--- src/hw/rtl/amou_pkg.sv ---
// Shared types and constants of the atomic memory operation unit.
package amou_pkg;

    localparam int OPC_W  = 4;
    localparam int ADDR_W = 10;
    localparam int WORD_W = 64;
    localparam int BIT_W  = 6;

    typedef enum logic [OPC_W-1:0] {
        OP_READ   = 4'd0,
        OP_SWAP   = 4'd1,
        OP_CAS    = 4'd2,
        OP_ADD    = 4'd3,
        OP_AND    = 4'd4,
        OP_OR     = 4'd5,
        OP_XOR    = 4'd6,
        OP_TCLEAR = 4'd7,
        OP_TSET   = 4'd8
    } opcode_t;

    // Request fields that travel with an item through the pipeline.
    typedef struct packed {
        logic [OPC_W-1:0]  opcode;
        logic [WORD_W-1:0] operand;
        logic [WORD_W-1:0] compare_value;
        logic [BIT_W-1:0]  bit_index;
    } op_t;

    typedef struct packed {
        logic [WORD_W-1:0] old_word;
        logic [WORD_W-1:0] new_word;
        logic              flag;
    } result_t;

endpackage

--- src/hw/rtl/amou_index.sv ---
// Two-stage reduction of the request address modulo the store depth.
module amou_index #(
    parameter int WORD_COUNT = 1024,
    parameter int IDX_W      = 10
) (
    input  logic                        clk,
    input  logic                        en,
    input  logic [amou_pkg::ADDR_W-1:0] address,
    output logic [IDX_W-1:0]            index
);
    localparam int AW = amou_pkg::ADDR_W;

    logic [IDX_W-1:0] index_reg;

    assign index = index_reg;

    generate
        if (WORD_COUNT >= (2 ** AW)) begin : g_direct
            logic [AW-1:0] addr_reg;

            always_ff @(posedge clk)
            begin
                if (en)
                begin
                    addr_reg  <= address;
                    index_reg <= IDX_W'(addr_reg);
                end
            end
        end else begin : g_reduce
            // Quotient estimate by reciprocal; it is low by at most one.
            localparam int SHIFT   = 2 * AW;
            localparam int RECIP_W = SHIFT + 1;
            localparam int RECIP   = (2 ** SHIFT) / WORD_COUNT;
            localparam int PROD_W  = AW + RECIP_W;
            localparam int REM_W   = AW + 1;

            logic [AW-1:0]     addr_reg;
            logic [AW-1:0]     quot_reg;
            logic [PROD_W-1:0] recip_prod;
            logic [SHIFT:0]    back_prod;
            logic [REM_W-1:0]  rem_raw;
            logic [REM_W-1:0]  rem_fix;

            assign recip_prod = PROD_W'(address) * PROD_W'(RECIP);
            assign back_prod  = (SHIFT + 1)'(quot_reg) * (SHIFT + 1)'(WORD_COUNT);
            assign rem_raw    = REM_W'(addr_reg) - back_prod[REM_W-1:0];
            assign rem_fix    = (rem_raw >= REM_W'(WORD_COUNT))
                                ? rem_raw - REM_W'(WORD_COUNT) : rem_raw;

            always_ff @(posedge clk)
            begin
                if (en)
                begin
                    addr_reg  <= address;
                    quot_reg  <= recip_prod[SHIFT +: AW];
                    index_reg <= IDX_W'(rem_fix);
                end
            end
        end
    endgenerate

endmodule

--- config.mk ---
export PLATFORM = sky130hd
export DESIGN_NAME = amou_index
export DESIGN_NICKNAME = d
export VERILOG_FILES = /design/src/hw/rtl/amou_pkg.sv /design/src/hw/rtl/amou_index.sv
export SDC_FILE = /design/constraint.sdc
export NUM_CORES = 1
export LEC_CHECK = 0
export ABC_AREA = 0
export ABC_CLOCK_PERIOD_IN_PS = 1300
export BUFFER_PORTS_ARGS = -buffer_cell sky130_fd_sc_hd__buf_2
export CAP_MARGIN = 15
export CELL_PAD_IN_SITES_DETAIL_PLACEMENT = 0
export CELL_PAD_IN_SITES_GLOBAL_PLACEMENT = 1
export CORE_UTILIZATION = 44
export CTS_BUF_LIST = sky130_fd_sc_hd__clkbuf_2
export DETAILED_ROUTE_END_ITERATION = 10
export PLACE_DENSITY = 0.93
export REMOVE_ABC_BUFFERS = 1
export SLEW_MARGIN = 10
export SYNTH_ARGS = -nofsm -noshare
export SYNTH_HDL_FRONTEND = slang
export SYNTH_SLANG_ARGS = --single-unit
export TNS_END_PERCENT = 20
--- constraint.sdc ---
create_clock -name clk -period 1.3 [get_ports clk]
set_input_delay 0.26 -clock clk [delete_from_list [all_inputs] [get_ports clk]]
set_output_delay 0.26 -clock clk [all_outputs]
set_load 0.02 [all_outputs]
# Yosys cells after proc, flatten, opt, wreduce, memory -nomap -nowiden
# Cells that the tools add are included.
word_totals:
  reg_bits: 20
  input_bits: 12
  out_inout_bits: 10
  word_cells: 2

# Longest topological paths before layout
# Gate-level depths: netlist (run 1).
logic_depth:
  word_depth: 0
  ltp_mapped: 0
  depth_no_buf: 0

# Worst setup path after synthesis (run 1)
# OpenSTA, ideal clock, no wires.
synth_timing:
  kind: "register -> output"
  start: "reg index_reg[0], in the netlist index[0]"
  end: "out index[0]"
  arrival_time_ps: 449
  t_required_ps: 1040
  path_slack_ps: 591
  stages_incl_launch_ff: 1
  path_buffers: 0
  cell_sequence: "edfxtp_1"
synth_rtl:
  columns: ["element", "line_no", "source"]
  rows:
  - ["start: declaration", "amou_index.sv:13", "logic [IDX_W-1:0] index_reg;"]
  - ["start signal: assignment", "amou_index.sv:26", "index_reg <= IDX_W'(addr_reg);"]
  - ["end: declaration", "amou_index.sv:9", "output logic [IDX_W-1:0] index"]
# No word-level cell between the ends.

# Final worst setup path (run 1)
layout_timing:
  start: "reg index_reg[2], in the netlist index[2]"
  end: "out index[2]"
# No word-level cell between the ends.

==> results of run 1 <==
[final timing paths]
check | startpoint | end | slack [ps]
hold / removal | address[1] | g_direct.addr_reg[1] | 130
setup reg to reg | g_direct.addr_reg[1] | index[1] | 670
hold reg to reg | g_direct.addr_reg[2] | index[2] | 430
setup / recovery | index[2] | index[2] | 170
[power breakdown]
part	switching, mW	total [mW]	leakage [nW]	internal (mW)
Sequential	0.0101	0.773	0.196	0.763
Clock	0.163	0.230	0.0140	0.0669
Combinational	0.0467	0.0715	0.0826	0.0248
Total	0.220	1.08	0.292	0.855
[cells by family (layout without fill, tap and decap cells)]
| logic type | Yosys count | in the layout |
|---|---|---|
| buffers and inverters | 0 | 25 |
| flip-flops | 20 | 20 |
[metal layers]
layer | up-vias | track usage, % | wire [um]
li1 | 130 | - | -
met1 | 113 | 10.2 | 246
met2 | 19 | 18.3 | 336
met3 | 0 | 5.20 | 85
met4 | 0 | 7.76 | 0
met5 | - | 0 | 0
[layout by cell type, fill, tap and decap left out]
master    instances
buf_2            21
clkbuf_2          3
edfxtp_1         20
clkinv_1          1
[stage by stage]
step / hold slack [ps] / area (um^2) / total power [mW] / setup WS [ps] / utilization (%)
2_1_floorplan: 359 / 601 / 0.816 / 591 / -
3_3_place_gp: 403 / 723 / 0.856 / 367 / 61.0
3_5_place_dp: 405 / 723 / 0.862 / 333 / 61.0
4_1_cts: 115 / 742 / 1.09 / 151 / 62.6
5_1_grt: 95.6 / 742 / 1.12 / 116 / 62.6
6_report: 127 / 742 / 1.08 / 175 / 62.6
[area by class of cell]
type	count	area, um^2	share of cell area, %
Sequential cell	20	601	80.9
Timing Repair Buffer	21	105	14.2
Tap cell	14	17.5	2.36
Clock buffer	3	15.0	2.02
Clock inverter	1	3.75	0.506
==> results.md, run 1 <==
- I/O pin cnt: 22
- RD Place Congestion: 0.617
- Fin. Hold Viols: 0
- Chip width: 38.9 um
- Slew @ Worst Pin: 401 ps
- Compound-Gate Fraction of Synth Area: 0%
- H-tree levels: 1
- Routed vias/inst: 4.44
- Inst Count DP: 55
- Initial antenna violation count: 0
- Top FF cell, synth: edfxtp_1
- Max cap viols: 0
- CTS tree: built
- Sum of negative setup slack: 0 ps
- Critical-path cell list: buf_2
- Adder-cell share of the synthesized area: 0%
- Outcome: completed
- Crit-path max cell delay: 400 ps
- Synth Register Bits: 20
- Height of the die: 38.9 um
- Mapped Cells: 20
- Clock skew: 9.70 ps
- Synth area leader: edfxtp_1
- # hold bufs at CTS: 0
- Max rail drop VDD: 0.697 mV
- CTS Sinks: 20
- Routed via count: 262
- Worst hold path type: in2reg
- WP buf/inv: 1
- Multi-input gate count: 0
- Worst EP arrival: 870 ps
- Share of cells above drive strength 1: 53.3%
- Post-CTS Setup Bufs: 0
- Worst-path clk slew: 170 ps
- Crit Path Max Fanout: 1
- Largest net degree at the start of global routing: 21
- Multi-input gate area: 0 um^2
- Post-synthesis average cell area: 30.0 um^2
- Worst path depth: 1
- Antenna Violating Nets Remaining: 0
- Fill count: 87
- Number of library cell types mapped by synthesis: 1
- Leakage power: 0.292 nW
- Crit path time final: 1130 ps
- Drt first pass iters: 2
- Synthesis-to-layout area growth: 23.5%
- Synthesized area: 601 um^2
- Starting Density: 50.6%
- Routed wire length: 668 um
- Slowest-stage cell, CP: edfxtp_1
- EDFF count, synth: 20
- Final std cells w/o fill: 59
- Worst path required time: 1040 ps
- Synth cell count leaders: 20 x edfxtp_1
- Fmax achieved: 889 MHz
- Die Area: 1520 um^2
- Crit Path Category: reg2out
- R2R cell count: 0
- Core Rows: 12
- # diodes: 0
- Setup crit end kind: output pin
- Post-synth top area share: 100%
- Async set-reset flop share out of synthesis: 0%
- P per Cell Area: 1450 nW/um^2
- Area of the core: 1190 um^2
- Clock buffer depth: 2
- Global-route wire length before repair: 966 um
- Max_slew headroom: 73.2%
- Most frequent cell after synthesis: edfxtp_1
- DRC violations left: 0
- Seq/Total Area, Yosys: 100%
- Total GRT Usage: 10.9%
- Element type at the critical path start: flip-flop
- Cts bufs inserted: 3
- Mux cell area share after synthesis: 0%
- Family with the most delay on the worst path: flip-flops
- Total grt overflow: 0
- Vias in the first global route: 245
- Layout Nets: 58
- Post-CTS sizing: 0
- WHS Path Cells: 1
- Synthesis Warnings: 0
- Synth area leaders: edfxtp_1 100%
- Fin. max-slew vios: 0
- Root buffer cell: clkbuf_2
- Simple-gate share of the synthesized area: 0%
- RSZ-0062 raised after global routing: no
- 1st-iter DRT viols: 6
- Clock latency on the worst-skew pair: 290 ps
- Avg WL per Cell: 11.3 um
- Xor/xnor share of the synthesized area: 0%
- IO Port Bufs: 21
- Setup violations, final: 0
- Period utilization: 86.5%
No activity file was read; power rests on OpenSTA's default activity.
==> run 2, diff against run 1 <==
Settings changed: ABC_CLOCK_PERIOD_IN_PS 1300 to 1270, CORE_ASPECT_RATIO from default to 1.1, CORE_MARGIN from default to 1.5, CORE_UTILIZATION 44 to 41, PLACE_DENSITY 0.93 to 0.88.
Clock period 1.3 ns to 1.27 ns, I/O delays scaled along.
==> results.md, run 2 (synthesis gave the netlist of run 1 again) <==
- Outcome: completed
- # hold bufs at CTS: 0
- Crit-path max cell delay: 400 ps
- Starting Density: 44.0%
- CTS tree: built
- Multi-input gate count: 0
- Avg WL per Cell: 8.42 um
- Crit Path Max Fanout: 1
- IO Port Bufs: 21
- P per Cell Area: 1460 nW/um^2
- Cts bufs inserted: 3
- Fmax achieved: 912 MHz
- Leakage power: 0.291 nW
- Setup crit end kind: output pin
- Most frequent cells in the layout: 21 x buf_2, 20 x edfxtp_1, 3 x clkbuf_2
- H-tree levels: 1
- Max rail drop VDD: 0.592 mV
- Post-CTS sizing: 0
- Height of the die: 43.1 um
- Family with the most delay on the worst path: flip-flops
- WP buf/inv: 1
- Antenna Violating Nets Remaining: 0
- Post-CTS Setup Bufs: 0
- R2R cell count: 0
- Largest net degree at the start of global routing: 21
- Worst path required time: 1020 ps
- Routed wire length: 505 um
- Crit Path Category: reg2out
- Slew @ Worst Pin: 384 ps
- Sum of negative setup slack: 0 ps
- Crit path time final: 1100 ps
- Core Rows: 14
- Dpl ws: 323 ps
- Worst path depth: 1
- Share of cells above drive strength 1: 54.5%
- Clock buffer depth: 2
- Total grt overflow: 0
- Vias in the first global route: 166
- Routed vias/inst: 4.02
- Die Area: 1700 um^2
- Initial antenna violation count: 0
- Area of the core: 1370 um^2
- Total GRT Usage: 6.68%
- Layout Nets: 58
- DRC violations left: 0
- Final worst-path setup slack: 173 ps
- Chip width: 39.5 um
- WHS Path Cells: 1
- I/O pin cnt: 22
- Clock skew: 0.576 ps
- Max cap viols: 0
- Root buffer cell: clkbuf_2
- Max_slew headroom: 74.4%
- Multi-input gate area: 0 um^2
- Element type at the critical path start: flip-flop
- 1st-iter DRT viols: 0
- Commonest non-fill, non-tap cell in the layout: buf_2
- Slowest-stage cell, CP: edfxtp_1
- Worst-path clk slew: 150 ps
- CTS Sinks: 20
- Fin. Hold Viols: 0
- Critical-path cell list: buf_2
- Worst EP arrival: 840 ps
- # diodes: 0
- Period utilization: 86.4%
- Clock latency on the worst-skew pair: 280 ps
- Routed via count: 241
- Setup violations, final: 0
- Fin. max-slew vios: 0
- Drt first pass iters: 1
- Global-route wire length before repair: 621 um
- Worst hold path type: in2reg
- RD Place Congestion: 0.637
- Synthesis-to-layout area growth: 23.3%
- RSZ-0062 raised after global routing: no
## run 2: changes by cell type in the layout (fill, tap and decap cells not counted)
| cell | change |
|---|---|
| clkinv_1 | -1 |
## run 2: where the power goes
group / switching (mW) / internal (mW)
Combinational: 0.0464 / 0.0253
Sequential: 0.00936 / 0.781
Clock: 0.152 / 0.0644
## run 2: per-stage QoR
stage          hold WS (ps)  utilization, %  instance area, um^2  cells  power (mW)
6_report                133            54.2                  741     60        1.08
5_1_grt                94.9            54.2                  741     60        1.13
4_1_cts                 110            54.2                  741     60        1.09
3_5_place_dp            406            53.1                  726     57       0.880
3_3_place_gp            407            53.1                  726     57       0.878
2_1_floorplan           353               -                  601     20       0.835
## run 2: cell type report
cell class / instances / area (um^2)
repair buffers: 21 / 105
well taps: 16 / 20.0
fillers: 119 / 626
clock buffers: 3 / 15.0
flip-flops and latches: 20 / 601
## run 2: final timing paths
kind,from,end,slack [ps]
worst max-delay path,index[7],index[7],170
worst min register to register,g_direct.addr_reg[7],index[7],440
worst min-delay path,address[4],g_direct.addr_reg[4],130
worst max register to register,g_direct.addr_reg[8],index[8],650
## run 2: routing by layer
| metal | global-route usage [%] | wire length (um) | vias to the layer above |
|---|---|---|---|
| met1 | 7.60 | 211 | 91 |
| met2 | 6.89 | 205 | 22 |
| li1 | - | - | 128 |
| met4 | 12.4 | 0 | 0 |
| met5 | 0 | 0 | - |
| met3 | 1.57 | 88 | 0 |
==> run 3, diff against run 2 <==
Settings changed: ABC_CLOCK_PERIOD_IN_PS 1270 to 1400, CORE_ASPECT_RATIO 1.1 to default, CORE_UTILIZATION 41 to 44, PLACE_DENSITY 0.88 to 0.93.
Clock period 1.27 ns to 1.4 ns, I/O delays scaled along.
==> results.md, run 3 (synthesis gave the netlist of run 1 again) <==
- Multi-input gate count: 0
- Power share of the clock group: 21.2%
- Post-CTS sizing: 0
- Chip width: 39.9 um
- Die Area: 1600 um^2
- Global-route wire length before repair: 759 um
- Sequential share of power: 72.3%
- Fin. Hold Viols: 0
- Fin. max-slew vios: 0
- Switching share of power: 20.1%
- Routed wire length: 576 um
- Final worst-path setup slack: 268 ps
- Avg WL per Cell: 9.60 um
- CTS tree: built
- GR Util met2: 12.1%
- # diodes: 0
- Worst EP arrival: 850 ps
- GRT Max-Usage Layer: met2
- Total grt overflow: 0
- Slowest-stage cell, CP: edfxtp_1
- P per Cell Area: 1340 nW/um^2
- Routed vias/inst: 4.25
- Height of the die: 39.9 um
- Setup violations, final: 0
- Layout Nets: 58
- Crit Path Max Fanout: 1
- Clock buffer depth: 2
- Crit Path Category: reg2out
- Critical-path cell list: buf_2
- Outcome: completed
- RSZ-0062 raised after global routing: no
- Met1 usage: 8.66%
- H-tree levels: 1
- Internal power contribution: 794 uW
- Crit-path max cell delay: 400 ps
- Cts bufs inserted: 3
- RD Place Congestion: 0.641
- Antenna Violating Nets Remaining: 0
- Initial antenna violation count: 0
- Vias in the first global route: 200
- Leakage power: 0.292 nW
- Post-CTS Setup Bufs: 0
- DRC violations left: 0
- Worst path required time: 1120 ps
- Total GRT Usage: 8.52%
- IO Port Bufs: 21
- Family with the most delay on the worst path: flip-flops
- Worst-path clk slew: 160 ps
- 1st-iter DRT viols: 2
- Largest net degree at the start of global routing: 21
- Combinational Power Share: 6.6%
- Worst hold path type: in2reg
- Clock skew: 0.382 ps
- Commonest non-fill, non-tap cell in the layout: buf_2
- I/O pin cnt: 22
- Met3 Use GR: 3.33%
- Slew @ Worst Pin: 395 ps
- Clock latency on the worst-skew pair: 290 ps
- Element type at the critical path start: flip-flop
- # hold bufs at CTS: 0
- Area of the core: 1280 um^2
- Period utilization: 80.9%
- Setup crit end kind: output pin
- Crit path time final: 1130 ps
- Core Rows: 13
- Routed via count: 255
- Root buffer cell: clkbuf_2
- Dpl ws: 412 ps
- Max_slew headroom: 73.7%
- Sum of negative setup slack: 0 ps
- Starting Density: 46.7%
- Most frequent cells in the layout: 21 x buf_2, 20 x edfxtp_1, 3 x clkbuf_2
- Synthesis-to-layout area growth: 23.8%
- Drt first pass iters: 2
- Max rail drop VDD: 0.680 mV
- CTS Sinks: 20
- Switching power: 200 uW
- Multi-input gate area: 0 um^2
- WP buf/inv: 1
- Max cap viols: 0
- Share of cells above drive strength 1: 53.3%
- Fmax achieved: 883 MHz
## run 3: cell count changes in the layout (fill, tap and decap cells not counted), sizes merged
cell / delta
clkinv: +1
## run 3: routing by layer
metal,share of wire (%),wire length (um)
met3,14,81
met5,0,0
met1,41,238
met4,0,0
met2,44,255
## run 3: power by group through the flow
stage	Combinational, mW	Clock [mW]	Sequential, mW
2_1_floorplan	0	0	0.758
3_3_place_gp	0.0652	0	0.731
3_5_place_dp	0.0662	0	0.733
4_1_cts	0.0662	0.219	0.719
5_1_grt	0.0712	0.253	0.722
6_report	0.0652	0.210	0.718
## run 3: layout make-up
type	instances	area [um^2]
Timing Repair Buffer	21	105
Tap cell	15	18.8
Sequential cell	20	601
Fill cell	102	542
Clock buffer	3	15.0
Clock inverter	1	3.75
## run 3: path summary, 6_finish.rpt
path / startpoint / to / slack, ps / depth (start not counted)
worst min register to register: g_direct.addr_reg[6] / index[6] / 440 / 0
worst max-delay path: index[0] / index[0] / 270 / 1
worst max register to register: g_direct.addr_reg[2] / index[2] / 770 / 0
worst min-delay path: address[8] / g_direct.addr_reg[8] / 150 / 1
## run 3: stage by stage
| stage | power [mW] | instance area (um^2) | util [%] | instances | hold WS (ps) |
|---|---|---|---|---|---|
| 2_1_floorplan | 0.758 | 601 | - | 20 | 379 |
| 3_3_place_gp | 0.796 | 724 | 56.4 | 56 | 401 |
| 3_5_place_dp | 0.799 | 724 | 56.4 | 56 | 408 |
| 4_1_cts | 1.00 | 743 | 57.8 | 60 | 136 |
| 5_1_grt | 1.05 | 743 | 57.8 | 60 | 95.3 |
| 6_report | 0.994 | 743 | 57.8 | 60 | 152 |
